`src/hdl/frs_pkg.sv`:
```
// Package for the fitness roulette selector: request/result structs, command codes,
// population constants. No dependencies.
`default_nettype none
package frs_pkg;
	localparam int unsigned PopSize  = 256;
	localparam int unsigned SlotW    = $clog2(PopSize);
	localparam int unsigned CountW   = $clog2(PopSize + 1);
	localparam int unsigned StoreW   = 33;
	localparam int unsigned TotalW   = 40;
	localparam int unsigned AccW     = 48;

	typedef enum logic [1:0] {
		CMD_LOAD      = 2'd0,
		CMD_NORMALIZE = 2'd1,
		CMD_SELECT    = 2'd2,
		CMD_CLEAR     = 2'd3
	} cmd_t;

	typedef struct packed {
		logic [1:0]         command;
		logic signed [31:0] fitness_value;
		logic [15:0]        random_fraction;
	} req_t;

	typedef struct packed {
		logic [7:0]        selected_index;
		logic [7:0]        lowest_index;
		logic [7:0]        highest_index;
		logic [TotalW-1:0] fitness_total;
		logic              full_error;
	} rsp_t;

	// Control handed down the scan chain
	typedef struct packed {
		logic              live;
		logic              norm;
		logic [SlotW-1:0]  idx;
	} scan_t;

	typedef enum logic [1:0] {
		ST_IDLE = 2'd0,
		ST_SCAN = 2'd1,
		ST_DONE = 2'd2
	} state_t;
endpackage
`default_nettype wire

```
`src/hdl/frs_scan.sv`:
```
// Shared accumulator fed by the tapped cell slot: running sum and compare.
// Depends on frs_pkg.
`default_nettype none
module frs_scan (
	input  wire logic                               clk,
	input  wire logic                               arst_n,
	input  wire logic                               start,
	input  wire frs_pkg::scan_t                     step,
	input  wire logic signed [frs_pkg::StoreW-1:0]  value,
	input  wire logic signed [frs_pkg::AccW-1:0]    point,
	output logic signed [frs_pkg::AccW-1:0]         acc,
	output logic                                    found,
	output logic [frs_pkg::SlotW-1:0]               hit_idx
);
	import frs_pkg::*;

	logic signed [AccW-1:0] acc_q;
	logic signed [AccW-1:0] acc_d;
	logic                   found_q;
	logic [SlotW-1:0]       hit_q;

	assign acc_d = acc_q + AccW'(value);

	// Accumulate each live slot; on select, remember the first sum above the point
	always_ff @(posedge clk or negedge arst_n) begin
		if (!arst_n) begin
			acc_q   <= '0;
			found_q <= 1'b0;
			hit_q   <= '0;
		end else if (start) begin
			acc_q   <= '0;
			found_q <= 1'b0;
			hit_q   <= '0;
		end else if (step.live) begin
			acc_q <= acc_d;
			if (!step.norm && !found_q && acc_d > point) begin
				found_q <= 1'b1;
				hit_q   <= step.idx;
			end
		end
	end

	assign acc     = acc_q;
	assign found   = found_q;
	assign hit_idx = hit_q;
endmodule
`default_nettype wire

```
`config.mk`:
```
export PLATFORM = sky130hd
export DESIGN_NAME = frs_scan
export DESIGN_NICKNAME = d
export VERILOG_FILES = /design/src/hdl/frs_pkg.sv /design/src/hdl/frs_scan.sv
export SDC_FILE = /design/constraint.sdc
export NUM_CORES = 1
export LEC_CHECK = 0
export BUFFER_PORTS_ARGS = -buffer_cell sky130_fd_sc_hd__buf_4
export CAP_MARGIN = 20
export CORE_UTILIZATION = 25
export DETAILED_ROUTE_END_ITERATION = 16
export GPL_ROUTABILITY_DRIVEN = 0
export SETUP_SLACK_MARGIN = 0.3
export SYNTH_ARGS = -nofsm -noshare
export SYNTH_HDL_FRONTEND = slang
export SYNTH_SLANG_ARGS = --single-unit
```
`constraint.sdc`:
```
create_clock -name clk -period 8.6 [get_ports clk]
set_input_delay 0.43 -clock clk [delete_from_list [all_inputs] [get_ports clk]]
set_output_delay 0.43 -clock clk [all_outputs]
set_load 0.01 [all_outputs]
```
# After elaboration in Yosys (flattened, before gate mapping)
# Index checks and enable logic that the tools add are counted.
[totals]
reg_bits = 57
inputBits = 94
out_inout_bits = 57
wordCells = 20
[classes]
add_sub_neg = 1
order_cmp = 1
mux = 8
reduce_logical = 7
[ops]
columns = ["cell", "n"]
rows = [
  ["$mux 48", 2],
  ["$add 48x33->48", 1],
  ["$gt 48x48->1", 1],
  ["$mux 8", 3],
  ["$reduce_bool 2->1", 2],
  ["$mux 1", 3],
  ["$logic_and 1x1->1", 2],
  ["$logic_not 1->1", 2],
  ["$reduce_and 2->1", 1],
]

# Depth between registers and ports, before layout
# Gate-level depths: netlist (run 1).
[depth]
ltp_word = 6
ltp_mapped = 22
depth_no_buf = 22

# Worst setup path before layout (run 1)
# OpenSTA, ideal clock, no wires.
[synth_path]
path_kind = "input to register"
start = "input port value[8] in the netlist's numbering"
end = "register hit_q[2], in the netlist hit_idx[2]"
setup_time_ns = 0.132
arrival_time_ns = 4.638
required_time_ns = 8.468
setup_slack_ns = 3.831
path_stages = 20
path_buffers = 0
path_cell_list = "ha_1 > and3_1 > and3_4 > a2111o_1 > and4b_4 > o21a_2 > a21oi_4 > o31ai_2 > and3b_1 > nor4_1 > ha_1 > a21o_1 > a21o_1 > a21oi_1 > o21ai_0 > a41oi_1 > o211ai_1 > mux2i_2 > mux2i_1 > nor2_1"
[synth_via]
elab_chain_len = 5
[synth_rtl]
columns = ["element", "line_no", "rtl"]
rows = [
  ["start, declared", "frs_scan.sv:9", "input wire logic signed [frs_pkg::StoreW-1:0] value,"],
  ["$add 48x33->48", "frs_scan.sv:22", "assign acc_d = acc_q + AccW'(value);"],
  ["$gt 48x48->1", "frs_scan.sv:36", "if (!step.norm && !found_q && acc_d > point) begin"],
  ["$logic_and 1x1->1", "frs_scan.sv:36", ""],
  ["$reduce_bool 2->1 (no source line)", "n/a", ""],
  ["$reduce_and 2->1 (no source line)", "n/a", ""],
  ["end signal, assigned", "frs_scan.sv:38", "hit_q <= step.idx;"],
  ["end, declared", "frs_scan.sv:20", "logic [SlotW-1:0] hit_q;"],
]
# Every way passes these cells.
# A chain may end at the register's enable or synchronous reset.

# Worst setup path after layout (run 1)
[layout_path]
start = "register acc_q[1], in the netlist acc[1]"
end = "register hit_q[2], in the netlist hit_idx[2]"
[layout_via]
elab_chain_len = 5
[layout_rtl]
columns = ["element", "line_no", "rtl"]
rows = [
  ["start, declared", "frs_scan.sv:17", "logic signed [AccW-1:0] acc_q;"],
  ["start signal, assigned", "frs_scan.sv:27", "acc_q <= '0;"],
  ["start signal, assigned", "frs_scan.sv:31", "acc_q <= '0;"],
  ["start signal, assigned", "frs_scan.sv:35", "acc_q <= acc_d;"],
  ["$add 48x33->48", "frs_scan.sv:22", ""],
  ["$gt 48x48->1", "frs_scan.sv:36", ""],
  ["$logic_and 1x1->1", "frs_scan.sv:36", ""],
  ["$reduce_bool 2->1 (no source line)", "n/a", ""],
  ["$reduce_and 2->1 (no source line)", "n/a", ""],
]
# Every way passes these cells.

==> impl_results.md, run 1 <==
* Outcome: complete, no violations
* CTS tree: done
* Initial core utilization at 25.53%
* Worst VDD drop at 0.08466 mV
* Final WL at 20670 um
* Port Buffer Count at 150
* Gr ovfl total at 0
* Period utilisation layout at 63.68%
* CTS Hold Buffers Added at 0
* Drt initial violations at 292
* Worst reg2reg path depth at 20
* CP Data Arrival Time at 5670 ps
* Clock root cell: clkbuf_16
* Setup violators final at 0
* Avg WL per Cell at 16.79 um
* Pleak at 4.292 nW
* Full die area at 26360 um2
* Final HPWL from detailed placement at 16420 um
* Largest family of logic cells by synthesized area: compound AO/OA/AOI/OAI gates
* Die W at 162.4 um
* Largest net degree at the start of global routing at 65
* I/O pin count at 151
* P&R area growth vs syn at 26.98%
* Reg-to-Reg Start: acc[1]
* Netlist Area Pre-Place at 6429 um2
* Worst Skew at 8.770 ps
* Crit path launch: acc[1]
* Fmax at 182.6 MHz
* Power Density at 217.0 nW/um2
* Drt drc at 0
* Syn_area_per_cell at 8.371 um2
* CTS resizes at 0
* R2r setup slk at 3120 ps
* Actual slew at the worst max-slew pin at 1062 ps
* Global-route usage over all layers at 16.02%
* Synth warn at 0
* Post-synthesis sequential area ratio at 22.19%
* RSZ-0062 raised after global routing: false
* Num rows at 58
* DR pass1 iterations at 5
* Crit-path max FO at 9
* Crit path required time at 8790 ps
* Reg2reg end: hit_idx[2]
* Layout cells sized above 1 at 20.53%
* Vias per cell at 5.011
* Top FF cell, synth: dfrtp_1
* Number of routed nets with antenna violations at 0
* Initial antenna violation count at 0
* Synth Area in XOR/XNOR at 6.403%
* Unique masters post-synth at 72
* Die Span Y at 162.4 um
* EDFF count, synth at 0
* Number of buffers created by CTS at 9
* Final Net Count at 1086
* Worst setup path end: hit_idx[2]
* Async SR Flop Fraction at 100.0%
* Synth Register Bits at 57
* Fraction of synthesized area in multiplexers at 6.598%
* Cells after Synth at 768
* Endpoint class of the critical path: flop
* Setup CP Type: reg -> reg
* DR vias at 6169
* Post-synthesis simple-gate area fraction at 17.36%
* Clock tree buffer depth at 2
* CP Launch Type: flop
* Clock sinks at 57
* Syn_nets at 958
* Synth Area in Adders at 18.80%
* Max-slew violations at 0
* First-pass GRT wire length at 32600 um
* Synth Area in Compound Gates at 23.02%
* Fin. Hold Viols at 0
* Number of global-route vias before repair at 6091
* Hold WC Path Type: in -> async
* H-Tree Depth at 3
* Minimum clock period at 5476 ps
* Slew Limit Headroom at 28.94%
* Skew-Pair Late Insertion Delay at 350 ps
* TNS Setup at 0 ps
* Most common cell after layout, fill and taps aside: buf_4
* Most frequent cells in the layout: buf_4 (151), ha_1 (95), nor2_1 (86), a21oi_1 (64), inv_1 (59)
* Max cap viols at 0
* CORE AREA at 25180 um2
* WHS at 202.5 ps
* N_diodes at 0
* Setup repair bufs after CTS at 0
* Clock slew at reported path FFs at 50 ps
-- per-layer routing --
| layer | part of all wire (%) | GRT usage, % | up-vias |
|---|---|---|---|
| met5 | 0 | 0 | - |
| met4 | 1.7 | 4.760 | 0 |
| met3 | 5.5 | 2.878 | 20 |
| met2 | 46 | 25.78 | 182 |
| met1 | 47 | 21.70 | 2905 |
| li1 | - | - | 3062 |
-- report_power, final --
| part | total (W) | switching [W] | internal (W) |
|---|---|---|---|
| clock network | 0.000405 | 0.000141 | 0.000264 |
| registers | 0.000362 | 0.0000464 | 0.000316 |
| logic | 0.00100 | 0.000557 | 0.000447 |
-- worst max-delay path, cell delays in order, from the launching register on --
cell      delay, ps
dfrtp_1         420
ha_1            310
a211oi_1        300
o21bai_1        190
a2111o_1        460
and4b_4         260
o21a_2          260
a21oi_4         230
o31ai_2         150
and3b_1         200
nor4_1          290
ha_1            300
a21o_1          180
a21o_1          160
a21oi_1         160
o21ai_0         130
a41oi_1         180
o211ai_1        140
mux2i_2         660
mux2i_1         270
nor2_1           60
-- cell families after synthesis --
family | count (synthesis)
compound gates | 217
simple gates | 216
fa+ha+maj | 96
buf+inv | 93
flops | 57
xor+xnor | 47
mux | 42
-- metrics by stage --
stage,util (%),cells,total power [W],worst slack (ps),area (um2)
finish,32.42,1231,0.001771,3124,8163
global route,32.42,1231,0.001915,2737,8163
CTS,32.42,1231,0.001784,3100,8163
detailed placement,31.11,1215,0.001365,2984,7835
global placement,31.11,1215,0.001353,3007,7835
floorplan,-,768,0.001051,3831,6429
-- how the worst min path moves through the flow --
stage | startpoint | end | depth (start not counted)
2_1_floorplan | arst_n | acc[0] | 0
3_3_place_gp | found | found | 2
3_5_place_dp | hit_idx[6] | hit_idx[6] | 2
4_1_cts | arst_n | acc[47] | 1
5_1_grt | arst_n | acc[47] | 1
6_report | arst_n | hit_idx[0] | 1
-- area by class of cell --
type | count | area [um2]
fillers | 2685 | 17020
multi-input cells | 618 | 4641
flip-flops and latches | 57 | 1426
repair buffers | 151 | 1134
well taps | 330 | 412.9
clock buffers | 15 | 297.8
inverters | 59 | 221.5
clock inverters | 1 | 30.03
-- synthesized netlist by cell type, drive strengths merged, types with 10 or more instances --
cell type	instances	area share, %
xor2	19	2.6
nor2	86	5.0
o21ai	30	2.4
xnor2	28	3.8
inv	59	3.4
nand2	40	2.3
a21oi	65	5.2
dfrtp	57	22
ha	95	18
a31oi	10	1.2
nand4	23	2.2
mux2i	42	6.6
clkbuf	27	1.6
o211ai	12	1.4
a21o	46	5.4
-- sequential cells by signal, summed over array words and instances, names as in the netlist --
name	cells
hit_idx	8
acc	48
found	1
(Power assumes the default switching activity.)
==> inputs of run 2 (changes only) <==
==> constraint.sdc (replaced) <==
create_clock -name clk -period 4.57 [get_ports clk]
set_input_delay 0.2285 -clock clk [delete_from_list [all_inputs] [get_ports clk]]
set_output_delay 0.2285 -clock clk [all_outputs]
set_load 0.01 [all_outputs]
==> run 2 against run 1 <==
Compared with the run above: the flow now finishes with violations (hold timing, setup timing); core utilization grew 4.7 points; sequential power grew 87%; non-clock buffer count grew 120; flip-flop and latch count is the same; total power grew 120%; register-to-register slack lost 3300 ps; worst setup slack lost 3300 ps; die area is the same; combinational power grew 130%; critical path depth grew 2; largest power group unchanged.
==> impl_results.md, run 2 (synthesis gave the netlist of run 1 again) <==
* Crit-path slowest cell: a2111o_1 (was mux2i_2)
* Number of routed nets with antenna violations at 0 (unchanged)
* Final HPWL from detailed placement at 17110 um (was 16420 um)
* Actual slew at the worst max-slew pin at 1110 ps (was 1062 ps)
* FF/Latch Area at 1428 um2 (was 1426 um2)
* Clock sinks at 57 (unchanged)
* Period utilisation layout at 104.8% (was 63.68%)
* P&R area growth vs syn at 45.41% (was 26.98%)
* Crit path required time at 4770 ps (was 8790 ps)
* First-pass GRT wire length at 34290 um (was 32600 um)
* Initial antenna violation count at 0 (unchanged)
* Clock root cell: clkbuf_16 (unchanged)
* Fin. Hold Viols at 24 (was 0)
* Hold WC Path Type: in -> async (unchanged)
* PnR Total Power at 0.003810 W (was 0.001771 W)
* RSZ-0062 raised after global routing: true (was false)
* CTS tree: done (unchanged)
* Num rows at 58 (unchanged)
* Max FFs per register at 48 (unchanged)
* CP Data Arrival Time at 4990 ps (was 5670 ps)
* Final WL at 21510 um (was 20670 um)
* Slew Limit Headroom at 25.76% (was 28.94%)
* Largest net degree at the start of global routing at 65 (unchanged)
* Clock slew at reported path FFs at 60 ps (was 50 ps)
* N_diodes at 0 (unchanged)
* Gr ovfl total at 0 (unchanged)
* Failing checks: hold timing, setup timing
* Setup violators final at 9 (was 0)
* Worst-path cell chain: ha_4 > and3_4 > and3_4 > a2111o_1 > and4b_4 > o21a_4 > a21oi_4 > buf_4 > o31ai_4 > buf_4 > xor2_2 > ha_1 > a21o_1 > a21o_1 > a21oi_2 > o21ai_2 > a41oi_2 > o211ai_1 > mux2i_4 > clkbuf_16 > mux2i_1 > nor2_1 (was ha_1 > a211oi_1 > o21bai_1 > a2111o_1 > and4b_4 > o21a_2 > a21oi_4 > o31ai_2 > and3b_1 > nor4_1 > ha_1 > a21o_1 > a21o_1 > a21oi_1 > o21ai_0 > a41oi_1 > o211ai_1 > mux2i_2 > mux2i_1 > nor2_1)
* Max-slew violations at 0 (unchanged)
* Critical path's top delay family: compound AO/OA/AOI/OAI gates (unchanged)
* Power Density at 407.6 nW/um2 (was 217.0 nW/um2)
* DR vias at 6564 (was 6169)
* Outcome: finished, violations left (was complete, no violations)
* Most common cell after layout, fill and taps aside: buf_4 (unchanged)
* Setup CP Type: reg -> reg (unchanged)
* Max cap viols at 0 (unchanged)
* H-Tree Depth at 3 (unchanged)
* Vias per cell at 4.859 (was 5.011)
* Fill cells at 2585 (was 2685)
* CORE AREA at 25180 um2 (unchanged)
* Pleak at 4.915 nW (was 4.292 nW)
* Minimum clock period at 4791 ps (was 5476 ps)
* Crit path largest cell delay at 440 ps (was 660 ps)
* Final Net Count at 1206 (was 1086)
* Drt initial violations at 309 (was 292)
* Clock tree buffer depth at 2 (unchanged)
* Global-route usage over all layers at 16.72% (was 16.02%)
* Setup ws final at -220.6 ps (was 3124 ps)
* DR pass1 iterations at 5 (unchanged)
* Skew-Pair Late Insertion Delay at 350 ps (about the same)
* Die Span Y at 162.4 um (unchanged)
* Number of global-route vias before repair at 6583 (was 6091)
* Pre-CTS setup slack at -533.3 ps (was 2984 ps)
* Crit-path max FO at 4 (was 9)
* Fmax at 208.7 MHz (was 182.6 MHz)
* CP Launch Type: flop (unchanged)
* Initial core utilization at 25.53% (unchanged)
* Die W at 162.4 um (unchanged)
* Multi-input gate area at 4873 um2 (was 4641 um2)
* Drt drc at 0 (unchanged)
* Endpoint class of the critical path: flop (unchanged)
* Most frequent cells in the layout: buf_4 (268), ha_1 (87), nor2_1 (85), inv_1 (58) (was buf_4 (151), ha_1 (95), nor2_1 (86), a21oi_1 (64), inv_1 (59))
* Full die area at 26360 um2 (unchanged)
* Layout cells sized above 1 at 33.50% (was 20.53%)
* Port Buffer Count at 150 (unchanged)
* Number of buffers created by CTS at 9 (unchanged)
* Worst VDD drop at 0.1270 mV (was 0.08466 mV)
* Worst Path Buf+Inv at 3 (was 0)
* WHS at -50.02 ps (was 202.5 ps)
* I/O pin count at 151 (unchanged)
* Worst Skew at 8.841 ps (was 8.770 ps)
* Avg WL per Cell at 15.92 um (was 16.79 um)
## run 2: changes by cell type in the layout (fill, tap and decap cells not counted), moves of 4 or more
cell      delta
a21oi_2      +8
a21oi_1      -8
o21ai_0      -4
buf_4      +117
ha_1         -8
clkbuf_8     -5
ha_4         +7
o21ai_2      +5
## run 2: power by group
part | internal, W | switching (W) | total (W)
Clock | 0.000532 | 0.000275 | 0.000807
Sequential | 0.000595 | 0.0000809 | 0.000676
Combinational | 0.00115 | 0.00117 | 0.00233
Total | 0.00228 | 0.00153 | 0.00381
## run 2: layer usage
metal  GRT usage [%]  wire, um  up-vias
met5               0         0        -
met4           6.475       607        0
met3           2.928      1076       35
met2           26.42      9660      154
met1           22.52     10160     3086
li1                -         -     3289
## run 2: timing repair
| item | 4_1_cts | 5_1_grt |
|---|---|---|
| resized for setup | 13 | 18 |
| buffers inserted | 2 | 4 |
| hold buffers | 0 | 0 |
| cloned | 0 | 1 |
| setup endpoints to repair | 9 | 9 |
| pin swaps | 4 | 3 |
## run 2: cell type report
class / instances / share of cell area, %
clock inverter: 7 / 1.272
sequential: 57 / 15.27
multi-input combinational: 618 / 52.13
clock buffer: 9 / 2.409
tap: 330 / 4.417
inverter: 59 / 2.369
timing repair buffer: 271 / 22.13
## run 2: worst paths after layout
check	from	end	slack [ps]	cells after the start
setup reg to reg	acc[6]	hit_idx[1]	-220	22
hold / removal	arst_n	acc[41]	-50	1
max in group asynchronous	arst_n	acc[6]	3990	1
min in group clk	step[4]	hit_idx[4]	130	3
hold reg to reg	hit_idx[4]	hit_idx[4]	520	2
setup / recovery	acc[6]	hit_idx[1]	-220	22
## run 2: metrics by stage
stage / utilization [%] / instances / area (um2) / setup TNS (ps)
6_report: 37.12 / 1351 / 9348 / -1656
5_1_grt: 37.12 / 1351 / 9348 / -4125
4_1_cts: 36.57 / 1346 / 9210 / -1909
3_5_place_dp: 34.90 / 1328 / 8787 / -4580
3_3_place_gp: 34.90 / 1328 / 8787 / -4188
2_1_floorplan: - / 768 / 6531 / 0
