$ cat config.mk
export PLATFORM = sky130hd
export DESIGN_NAME = frs_cell
export DESIGN_NICKNAME = d
export VERILOG_FILES = /design/src/hdl/frs_pkg.sv /design/src/hdl/frs_cell.sv
export SDC_FILE = /design/constraint.sdc
export NUM_CORES = 1
export LEC_CHECK = 0
export BUFFER_PORTS_ARGS = -buffer_cell sky130_fd_sc_hd__buf_2
export CAP_MARGIN = 25
export CORE_MARGIN = 1.5
export CORE_UTILIZATION = 40
export DETAILED_ROUTE_END_ITERATION = 6
export GPL_ROUTABILITY_DRIVEN = 0
export PLACE_DENSITY = 0.66
export SLEW_MARGIN = 40
export SYNTH_ARGS = -nofsm -noshare
export SYNTH_HDL_FRONTEND = slang
export SYNTH_SLANG_ARGS = --single-unit
$ cat constraint.sdc
create_clock -name clk -period 3.95 [get_ports clk]
set_clock_uncertainty 0.15 [all_clocks]
set_input_delay 0.79 -clock clk [delete_from_list [all_inputs] [get_ports clk]]
set_output_delay 0.79 -clock clk [all_outputs]
set_load 0.005 [all_outputs]
$ cat src/hdl/frs_pkg.sv
// Package for the fitness roulette selector: request/result structs, command codes,
// population constants. No dependencies.
`default_nettype none
package frs_pkg;
	localparam int unsigned PopSize  = 256;
	localparam int unsigned SlotW    = $clog2(PopSize);
	localparam int unsigned CountW   = $clog2(PopSize + 1);
	localparam int unsigned StoreW   = 33;
	localparam int unsigned TotalW   = 40;
	localparam int unsigned AccW     = 48;

	typedef enum logic [1:0] {
		CMD_LOAD      = 2'd0,
		CMD_NORMALIZE = 2'd1,
		CMD_SELECT    = 2'd2,
		CMD_CLEAR     = 2'd3
	} cmd_t;

	typedef struct packed {
		logic [1:0]         command;
		logic signed [31:0] fitness_value;
		logic [15:0]        random_fraction;
	} req_t;

	typedef struct packed {
		logic [7:0]        selected_index;
		logic [7:0]        lowest_index;
		logic [7:0]        highest_index;
		logic [TotalW-1:0] fitness_total;
		logic              full_error;
	} rsp_t;

	// Control handed down the scan chain
	typedef struct packed {
		logic              live;
		logic              norm;
		logic [SlotW-1:0]  idx;
	} scan_t;

	typedef enum logic [1:0] {
		ST_IDLE = 2'd0,
		ST_SCAN = 2'd1,
		ST_DONE = 2'd2
	} state_t;
endpackage
`default_nettype wire

$ cat src/hdl/frs_cell.sv
// One scan cell: holds one population slot and its normalize step.
// Depends on frs_pkg.
`default_nettype none
module frs_cell (
	input  wire logic                          clk,
	input  wire logic                          load_en,
	input  wire logic signed [31:0]            load_value,
	input  wire logic                          tok_in,
	input  wire logic                          norm,
	input  wire logic signed [31:0]            min_value,
	output logic signed [frs_pkg::StoreW-1:0]  value,
	output logic                               tok_out
);
	import frs_pkg::*;

	logic signed [StoreW-1:0] value_q;
	logic                     tok_q;

	// Hold slot value; subtract minimum when the scan token passes on normalize
	always_ff @(posedge clk) begin
		if (load_en) begin
			value_q <= StoreW'(load_value);
		end else if (tok_in && norm) begin
			value_q <= value_q - StoreW'(min_value);
		end
	end

	// Advance the token one cell per cycle
	always_ff @(posedge clk) begin
		tok_q <= tok_in;
	end

	assign value   = value_q;
	assign tok_out = tok_q;
endmodule
`default_nettype wire

# Word-level counts from Yosys, hierarchy flattened
# Index checks and enable logic that the tools add are counted.
# Widths: inputs -> output; s select.
totals:
  ff_bits: 34
  latchBits: 0
  ram_bits: 0
  rom_bits: 0
  in_bits: 68
  output_inout_bits: 34
  elab_cells: 7
  memories: 0
op_classes:
  n_addsub: 1
  multipliers: 0
  div_mod_pow: 0
  order_cmp: 0
  eq_ne: 0
  shift: 0
  mux: 2
  bitwise: 0
  reduce_logical: 2
ops:
  columns: ["cell", "count"]
  rows:
  - ["$mux 33", 2]
  - ["$sub 33x32->33", 1]
  - ["$reduce_bool 2->1", 1]
  - ["$logic_and 1x1->1", 1]

# Depth between registers and ports, before layout
# Gate-level depths: netlist (run 1).
logic_depth:
  word_depth: 3
  ltp_mapped: 11
  mapped_depth_nobuf: 11

# Worst setup path after synthesis (run 1)
# OpenSTA, ideal clock, no wires.
synth_path:
  path_type: "input -> register"
  start: "in min_value[0]"
  end: "reg value_q[30], in the netlist value[30] (data pin)"
  setup_ps: 267
  arrival_time_ps: 2692
  required_ps: 3533
  slack_ps: 841
  path_stages: 10
  path_buffers: 0
  path_cell_list: "ha_1 -> fa_1 -> nand2b_1 -> a21oi_1 -> a31oi_1 -> o311ai_1 -> nand2_1 -> a211oi_1 -> o21a_1 -> o31ai_1"
synth_via:
  elab_chain_len: 3
synth_lines:
  columns: ["element", "line_no", "text"]
  rows:
  - ["start, declared", "frs_cell.sv:10", "input wire logic signed [31:0] min_value,"]
  - ["$sub 33x32->33", "frs_cell.sv:24", "value_q <= value_q - StoreW'(min_value);"]
  - ["$mux 33", "frs_cell.sv:23", "end else if (tok_in && norm) begin"]
  - ["$mux 33", "frs_cell.sv:21", "if (load_en) begin"]
  - ["end signal, assigned", "frs_cell.sv:22", "value_q <= StoreW'(load_value);"]
  - ["end signal, assigned", "frs_cell.sv:24", null]
  - ["end, declared", "frs_cell.sv:16", "logic signed [StoreW-1:0] value_q;"]
# No other way between the ends. The select of a mux whose other input is x is not followed.
# A chain may end at the register's enable or synchronous reset.

# Final worst setup path (run 1)
# Ends and elaborated chain as after synthesis.

==> results.json, run 1 <==
{
  "min_from": "tok_in",
  "fin_ws_ns": 0.714,
  "final_cell_mix": "buf_2 (101), nand2_1 (55), inv_1 (45)",
  "cts_resized": 0,
  "ys_ff_latch": 34,
  "cts-buffers-inserted": 5,
  "drc": 0,
  "fin_nets": 595,
  "grt_setup_unrepaired": "no",
  "r2r_slack_ns": 0.91,
  "crit_buf_inv": 1,
  "max_freq_mhz": 309,
  "area_delta_synth_final_pct": 20.4,
  "initial_core_util_pct": 42.0,
  "critPathSlowestCell": "fa_1",
  "dpl.hpwl_um": 6540,
  "worstPathMaxFanout": 3,
  "tightestPinTransition_ns": 0.612,
  "antenna_found_initial": 0,
  "place_area_mm2": 0.00389,
  "rows": 32,
  "die_area_mm2": 0.00880,
  "path_clk_slew_ns": 0.08,
  "final_common_cell": "buf_2",
  "outcome": "complete, no violations",
  "cts_setup_buffers": 0,
  "final.setup.tns_ns": 0,
  "fin_crit_sh_pct": 81.9,
  "p_leak_nw": 1.88,
  "holdWs_ns": 0.467,
  "crit_type": "in -> reg",
  "netlist_area_mm2": 0.00330,
  "fp.dieH_um": 93.8,
  "firstDrtPassIters": 4,
  "synthCells": 398,
  "drt_iter0_markers": 119,
  "max_stage_delay_ns": 0.41,
  "rr_worst_depth": 11,
  "routed_wirelength_um": 8300,
  "htreeDepth": 2,
  "yosys_warnings": 0,
  "grt_pass1_vias": 3030,
  "cts.sinks": 34,
  "tritoncts": "done",
  "critical_path.cell_chain": "buf_2, ha_1, fa_1, nand2b_1, a21oi_1, a31oi_1, o311ai_1, nand2_1, a211oi_1, nor3_1, o31ai_1",
  "holdPathEnd": "tok_out",
  "insertedDiodeCount": 0,
  "synth_fp_nets": 499,
  "cp-start-kind": "input pin",
  "synthArstFlopShare_pct": 0,
  "r2r-end": "value[30]",
  "crit_required_ns": 3.91,
  "reg2reg_from": "value[0]",
  "coreArea_mm2": 0.00785,
  "p_total_mw": 1.71,
  "clk-insertion-delay-late_ns": 0.29,
  "syn_area_per_cell_um2": 8.28,
  "relSlewSlack_pct": 59.2,
  "maxCapViolCount": 0,
  "irDropWorstVdd_uv": 193,
  "hold-path-cell-count": 1,
  "drive_gt1_share_pct": 24.4,
  "synth_top_area_share_pct": 30.1,
  "grt_max_degree": 39,
  "stdcell_area_mm2": 0.00397,
  "setup_viol": 0,
  "hold_violations": 0,
  "pre_cts_slack_ns": 0.406,
  "port_buffers": 101,
  "hold_path.class": "in -> reg",
  "grt_pass1_wl_um": 13500,
  "io_pins": 102,
  "synth_top_cell_by_area": "edfxtp_1",
  "root_buffer": "clkbuf_8",
  "die_w_um": 93.8,
  "layout_min_cycle_time_ns": 3.24,
  "finalMaxSlewViolations": 0,
  "synth_edf_count": 33,
  "netlist_top_cells_area": "edfxtp_1 (30%), ha_1 (12%), nand2_1 (6.3%)",
  "ant_nets": 0,
  "grt_overflow_total": 0,
  "arrival_ns": 3.19,
  "cts_buffer_depth": 2,
  "crit_family": "compound AO/OA/AOI/OAI gates",
  "viasPerCell": 5.30,
  "wl_per_cell_um": 13.9,
  "synthFlopType": "edfxtp_1",
  "synth_seq_area_share_pct": 30.7,
  "critPathCaptureType": "flip-flop",
  "grt_usage_pct": 19.1,
  "power_density_mw_per_mm2": 432,
  "hold_buffers": 0,
  "vias": 3162,
  "yosysUniqueCellTypes": 51
}
==> routing by layer <==
metal | share of wire [%] | vias up | GRT usage [%] | wire length (µm)
met1 | 46 | 1443 | 25.4 | 3830
li1 | - | 1623 | - | -
met4 | 0.96 | 0 | 4.23 | 80
met5 | 0 | - | 0 | 0
met3 | 5.7 | 9 | 3.32 | 477
met2 | 47 | 87 | 32.4 | 3910
==> cell usage after synthesis (all sizes together), types with 8 or more instances <==
master  instances
nand2          55
inv            45
o21ai          43
a21oi          34
edfxtp         33
ha             32
xnor2          16
a21o           11
nor3           11
xor2           11
clkbuf         10
o21a            9
nand4           8
nor2            8
==> cells by family (layout without fill, tap and decap cells) <==
group,count (synthesis),in the layout,share of synthesized area (%)
AO/OA/AOI/OAI,136,136,26.9
AND/OR/NAND/NOR,108,108,15.3
buffers and inverters,59,156,6.87
flip-flops,34,34,30.7
adder cells (fa/ha/maj),33,33,12.8
XOR/XNOR,27,27,7.17
multiplexers,1,1,0.342
==> worst max-delay path by stage <==
stage | start | endpoint | depth (start not counted) | slack [ns]
CTS | min_value[0] | value[30] | 11 | 0.73
floorplan | min_value[0] | value[30] | 10 | 0.84
global route | min_value[0] | value[30] | 11 | 0.50
finish | min_value[0] | value[30] | 11 | 0.71
detailed placement | min_value[0] | value[30] | 11 | 0.41
global placement | min_value[0] | value[20] | 11 | 0.57
==> layout make-up <==
class	count	area (µm²)
Sequential cell	34	1010
Multi-Input combinational cell	305	2060
Tap cell	102	128
Inverter	45	169
Clock buffer	6	72.6
Clock inverter	2	8.76
Timing Repair Buffer	103	520
Fill cell	812	3880
==> stage by stage <==
step           std cells  utilization [%]
2_1_floorplan        398                -
3_3_place_gp         589             49.5
3_5_place_dp         589             49.5
4_1_cts              597             50.6
6_report             597             50.6
5_1_grt              597             50.6
==> report_power, final <==
part	leakage (nW)	switching, mW	total, mW	internal (mW)
sequential	0.343	0.0386	0.529	0.490
combinational	1.50	0.522	0.924	0.402
clock	0.0426	0.139	0.260	0.122
==> sequential cells by signal, indices dropped and copies added, names as in the netlist <==
| name | flops |
|---|---|
| tok_out | 1 |
| value | 33 |
==> worst reg2reg max path, stage by stage, from the launching register on <==
cell	delay (ns)
edfxtp_1	0.35
inv_1	0.04
ha_1	0.22
fa_1	0.41
nand2b_1	0.19
a21oi_1	0.26
a31oi_1	0.16
o311ai_1	0.30
nand2_1	0.16
a211oi_1	0.33
nor3_1	0.08
o31ai_1	0.23
(Power assumes the default switching activity.)
==> inputs of run 2 (changes only) <==
--- a/config.mk
+++ b/config.mk
@@ -11,7 +11,7 @@
 export CORE_UTILIZATION = 40
 export DETAILED_ROUTE_END_ITERATION = 6
 export GPL_ROUTABILITY_DRIVEN = 0
-export PLACE_DENSITY = 0.66
+export PLACE_DENSITY = 0.68
 export SLEW_MARGIN = 40
 export SYNTH_ARGS = -nofsm -noshare
 export SYNTH_HDL_FRONTEND = slang
==> constraint.sdc (replaced) <==
create_clock -name clk -period 2.7 [get_ports clk]
set_clock_uncertainty 0.15 [all_clocks]
set_input_delay 0.54 -clock clk [delete_from_list [all_inputs] [get_ports clk]]
set_output_delay 0.54 -clock clk [all_outputs]
set_load 0.005 [all_outputs]
==> results.json, run 2 (same netlist as run 1, synthesis figures left out) <==
{
  "grt_setup_unrepaired": "yes",
  "initial_core_util_pct": 42.0,
  "p_leak_nw": 2.31,
  "path_clk_slew_ns": 0.08,
  "wl_per_cell_um": 13.4,
  "fin_nets": 676,
  "irDropWorstVdd_uv": 285,
  "io_pins": 102,
  "crit_required_ns": 2.58,
  "final_core_util_pct": 62.5,
  "antenna_found_initial": 0,
  "coreArea_mm2": 0.00785,
  "arrival_ns": 2.56,
  "p_int_mw": 1.87,
  "relSlewSlack_pct": 69.9,
  "grt_max_degree": 34,
  "hold_path.class": "in -> reg",
  "finalMaxSlewViolations": 0,
  "layout_min_cycle_time_ns": 2.68,
  "die_w_um": 93.8,
  "grt_pass1_vias": 3446,
  "area_delta_synth_final_pct": 48.8,
  "hold_violations": 0,
  "htreeDepth": 2,
  "vias": 3472,
  "rows": 32,
  "cts_buffer_depth": 2,
  "power_density_mw_per_mm2": 624,
  "viasPerCell": 5.13,
  "switching_power_mw": 1.20,
  "drt_iter0_markers": 109,
  "fp.dieH_um": 93.8,
  "outcome": "complete, no violations",
  "grt_pass1_wl_um": 14500,
  "tritoncts": "done",
  "fin_crit_sh_pct": 99.1,
  "ant_nets": 0,
  "p_total_mw": 3.06,
  "grt_overflow_total": 0,
  "tightestPinTransition_ns": 0.451,
  "p_sw_share_pct": 39.0,
  "cts-buffers-inserted": 5,
  "cts.sinks": 34,
  "port_buffers": 101,
  "p_comb_share_pct": 62.4,
  "crit_type": "reg -> reg",
  "routed_wirelength_um": 9090,
  "max_freq_mhz": 374,
  "drc": 0,
  "grt_usage_pct": 20.4,
  "dpl.hpwl_um": 7230,
  "final_common_cell": "buf_2",
  "drive_gt1_share_pct": 42.1,
  "insertedDiodeCount": 0,
  "p_clk_share_pct": 12.0,
  "clk-insertion-delay-late_ns": 0.28,
  "critPathCaptureType": "flip-flop",
  "firstDrtPassIters": 4,
  "cp-start-kind": "flip-flop",
  "worstPathMaxFanout": 6,
  "final_cell_mix": "buf_2 (101), buf_4 (81), nand2_1 (51)",
  "root_buffer": "clkbuf_8",
  "largest_register_ffs": 33,
  "setup_viol": 0,
  "die_area_mm2": 0.00880,
  "seqPwrFrac_pct": 25.6,
  "maxCapViolCount": 0
}
## run 2: cell count changes in the layout (fill, tap and decap cells not counted), sizes merged
cell	previous run	this run
buf	103	184
clkinv	2	0
clkbuf	6	7
## run 2: area by class of cell
| type | count | area [µm²] |
|---|---|---|
| Fill cell | 723 | 2940 |
| Multi-Input combinational cell | 305 | 2390 |
| Timing Repair Buffer | 184 | 1140 |
| Sequential cell | 34 | 1010 |
| Inverter | 45 | 169 |
| Tap cell | 102 | 128 |
| Clock buffer | 7 | 76.3 |
## run 2: path summary, 6_finish.rpt
| path | from | end | slack, ns | cells past startpoint |
|---|---|---|---|---|
| worst max register to register | value[17] | value[30] | 0.02 | 11 |
| worst max-delay path | value[17] | value[30] | 0.02 | 11 |
| worst min-delay path | tok_in | tok_out | 0.22 | 1 |
| worst min register to register | value[32] | value[32] | 0.64 | 3 |
## run 2: layer usage
metal  global-route usage [%]  routed length (µm)
met3                     3.32                 356
met2                     37.5                4740
met5                        0                   0
met4                     4.35                  61
met1                     24.9                3930
## run 2: worst max-delay path: stages, from the launching register on
cell,delay (ns)
edfxtp_1,0.42
ha_4,0.30
buf_6,0.11
a21oi_1,0.09
o21a_1,0.14
buf_6,0.13
a211o_1,0.31
a21oi_2,0.14
nand2_2,0.11
a211oi_4,0.30
o21a_1,0.17
o31ai_2,0.06
## run 2: metrics by stage
stage / cells / hold WS, ns / setup WS (ns) / area (µm²) / TNS, ns
finish: 677 / 0.219 / 0.0232 / 4910 / 0
global route: 677 / 0.210 / -0.107 / 4910 / -0.528
CTS: 675 / 0.217 / -0.0346 / 4660 / -0.0346
detailed placement: 666 / 0.510 / -0.405 / 4520 / -3.97
global placement: 666 / 0.508 / -0.334 / 4520 / -3.19
floorplan: 398 / 0.418 / 0.00839 / 3350 / 0
## run 2: power groups by stage
stage          combinational, mW  clock [mW]  sequential [mW]
6_report                    1.91       0.367            0.785
3_3_place_gp                1.69           0            0.782
2_1_floorplan              0.997           0            0.793
4_1_cts                     1.76       0.378            0.779
3_5_place_dp                1.71           0            0.788
5_1_grt                     2.10       0.396            0.795
## run 2: repair_timing
action,in CTS,in global routing
hold buffers,0,0
hold endpoints to repair,0,0
gates resized for setup,8,42
setup buffers,2,2
endpoints found under the setup margin,5,17
pin swaps,7,30
cloned,0,0
==> inputs of run 3 (changes only) <==
--- a/config.mk
+++ b/config.mk
@@ -5,14 +5,15 @@
 export SDC_FILE = /design/constraint.sdc
 export NUM_CORES = 1
 export LEC_CHECK = 0
+export ABC_AREA = 1
 export BUFFER_PORTS_ARGS = -buffer_cell sky130_fd_sc_hd__buf_2
 export CAP_MARGIN = 25
 export CORE_MARGIN = 1.5
 export CORE_UTILIZATION = 40
 export DETAILED_ROUTE_END_ITERATION = 6
 export GPL_ROUTABILITY_DRIVEN = 0
-export PLACE_DENSITY = 0.68
-export SLEW_MARGIN = 40
+export PLACE_DENSITY = 0.66
+export REMOVE_ABC_BUFFERS = 1
 export SYNTH_ARGS = -nofsm -noshare
 export SYNTH_HDL_FRONTEND = slang
 export SYNTH_SLANG_ARGS = --single-unit
==> results.json, run 3 <==
{
  "outcome": "complete, no violations",
  "drc": 0,
  "synth_top_area_share_pct": 27.3,
  "grt_setup_unrepaired": "no",
  "largest_register_ffs": 33,
  "final.setup.tns_ns": 0,
  "grt_pass1_vias": 4175,
  "crit_family": "simple AND/OR/NAND/NOR gates",
  "die_area_mm2": 0.0107,
  "seqPwrFrac_pct": 29.5,
  "p_total_mw": 2.52,
  "cts_setup_buffers": 0,
  "ys_ff_latch": 34,
  "syn_area_per_cell_um2": 5.86,
  "dp_cells": 917,
  "drt_iter0_markers": 220,
  "p_comb_share_pct": 54.9,
  "crit_top_cell": "nand2_1",
  "path_clk_slew_ns": 0.07,
  "p_int_mw": 1.40,
  "synthFlopType": "edfxtp_1",
  "critPathSlowestCell": "edfxtp_1",
  "arrival_ns": 2.36,
  "irDropWorstVdd_uv": 225,
  "cts.sinks": 34,
  "firstDrtPassIters": 5,
  "worstPathMaxFanout": 4,
  "grt_pass1_wl_um": 18100,
  "layout_min_cycle_time_ns": 2.46,
  "netlist_top_cells_area": "nand2_1 (27%), edfxtp_1 (25%), inv_1 (15%)",
  "synth_top_cell_by_area": "nand2_1",
  "gr-usage-met3_pct": 3.56,
  "critical_path.cell_chain": "inv_1, ha_1, fa_1, inv_1, nand2_1, a21oi_1, nand2_1, nand3_2, nand2_1, nand2_1, nand2_1, nand3_1, nand2_1",
  "yosys.area_share.adder_pct": 10.4,
  "synth_edf_count": 33,
  "tritoncts": "done",
  "netlist_area_mm2": 0.00403,
  "hold_path.class": "in -> reg",
  "insertedDiodeCount": 0,
  "p_leak_nw": 2.95,
  "rows": 36,
  "coreArea_mm2": 0.00977,
  "antenna_found_initial": 0,
  "cts-buffers-inserted": 5,
  "clk-insertion-delay-late_ns": 0.30,
  "wl_per_cell_um": 11.7,
  "max_stage_delay_ns": 0.37,
  "p_sw_share_pct": 44.4,
  "cts_resized": 0,
  "crit_buf_inv": 2,
  "grt_max_degree": 44,
  "final_core_util_pct": 48.8,
  "io_pins": 102,
  "htreeDepth": 2,
  "drive_gt1_share_pct": 17.3,
  "maxCapViolCount": 0,
  "p_clk_share_pct": 15.6,
  "grt.busiest_layer": "met2",
  "die_w_um": 103,
  "final_common_cell": "nand2_1",
  "port_buffers": 101,
  "dpl.hpwl_um": 8710,
  "area_delta_synth_final_pct": 18.5,
  "netlist_top_cells_count": "nand2_1 (293), inv_1 (156), nand3_1 (40), nor2_1 (40), edfxtp_1 (33)",
  "cp-start-kind": "flip-flop",
  "initial_core_util_pct": 41.2,
  "crit_type": "reg -> reg",
  "cts_buffer_depth": 2,
  "routed_wirelength_um": 10800,
  "gr-usage-met1_pct": 28.3,
  "crit_required_ns": 2.61,
  "use_met2_pct": 36.1,
  "synth_seq_area_share_pct": 25.1,
  "synthMuxAreaShare_pct": 0,
  "hold_buffers": 0,
  "viasPerCell": 4.58,
  "max_freq_mhz": 407,
  "finalMaxSlewViolations": 0,
  "synth-simple-area-share_pct": 42.0,
  "yosysUniqueCellTypes": 28,
  "synthXorXnorAreaFrac_pct": 2.18,
  "power_density_mw_per_mm2": 528,
  "synth_top_family_by_area": "simple AND/OR/NAND/NOR gates",
  "switching_power_mw": 1.12,
  "synthArstFlopShare_pct": 0,
  "grt_usage_pct": 21.4,
  "hold_violations": 0,
  "final_cell_mix": "nand2_1 (293), inv_1 (156), buf_2 (101)",
  "relSlewSlack_pct": 69.2,
  "yosys_warnings": 0,
  "ant_nets": 0,
  "fin_crit_sh_pct": 91.0,
  "root_buffer": "clkbuf_8",
  "instances_no_fill": 925,
  "yosysMostFrequentCell": "nand2_1",
  "critPathCaptureType": "flip-flop",
  "grt_overflow_total": 0,
  "vias": 4239,
  "synth_compound_area_share_pct": 4.60,
  "tightestPinTransition_ns": 0.462,
  "setup_viol": 0,
  "fp.dieH_um": 103,
  "fin_nets": 892,
  "synthCells": 687
}
## run 3: worst paths after layout
kind | start | endpoint | slack [ns] | cells after the start
max | value[0] | value[20] | 0.24 | 13
min | tok_in | tok_out | 0.21 | 1
max reg2reg | value[0] | value[20] | 0.24 | 13
min reg2reg | value[32] | value[32] | 0.61 | 4
## run 3: layout make-up
cell class	count	area (µm²)
repair buffers	104	528
inverters	161	604
fillers	1060	5000
multi-input cells	485	2380
flip-flops and latches	34	1010
clock buffers	8	80.1
well taps	133	166
## run 3: worst register-to-register path, stage by stage (launching register included)
cell	delay, ns
edfxtp_1	0.37
inv_1	0.05
ha_1	0.21
fa_1	0.37
inv_1	0.13
nand2_1	0.10
a21oi_1	0.26
nand2_1	0.11
nand3_2	0.13
nand2_1	0.09
nand2_1	0.06
nand2_1	0.05
nand3_1	0.07
nand2_1	0.06
## run 3: per-layer routing
| layer | vias up | routed length [µm] | part of all wire (%) |
|---|---|---|---|
| met5 | - | 0 | 0 |
| met4 | 0 | 180 | 1.7 |
| met3 | 12 | 712 | 6.6 |
| met2 | 134 | 4660 | 43 |
| met1 | 1818 | 5230 | 49 |
| li1 | 2275 | - | - |
## run 3: through the flow
stage / hold slack (ns) / cell area [µm²] / setup WS (ns)
after floorplan: 0.418 / 4000 / 0.430
after global placement: 0.507 / 4690 / 0.179
after detailed placement: 0.515 / 4690 / 0.0830
after CTS: 0.202 / 4770 / 0.301
after global routing: 0.205 / 4770 / 0.129
final: 0.209 / 4770 / 0.243
## run 3: cells by family after synthesis
kind of cell | after synthesis
xor gates and xnor gates | 10
and+or+nand+nor | 407
AOI/OAI and AO/OA | 35
buffers and inverters | 168
DFF | 34
adders and majority gates | 33
## run 3: power by group through the flow
stage | registers [mW] | logic (mW) | clock network (mW)
6_report | 0.743 | 1.38 | 0.392
3_5_place_dp | 0.755 | 1.37 | 0
2_1_floorplan | 0.760 | 0.962 | 0
5_1_grt | 0.753 | 1.58 | 0.422
4_1_cts | 0.744 | 1.38 | 0.408
3_3_place_gp | 0.751 | 1.35 | 0
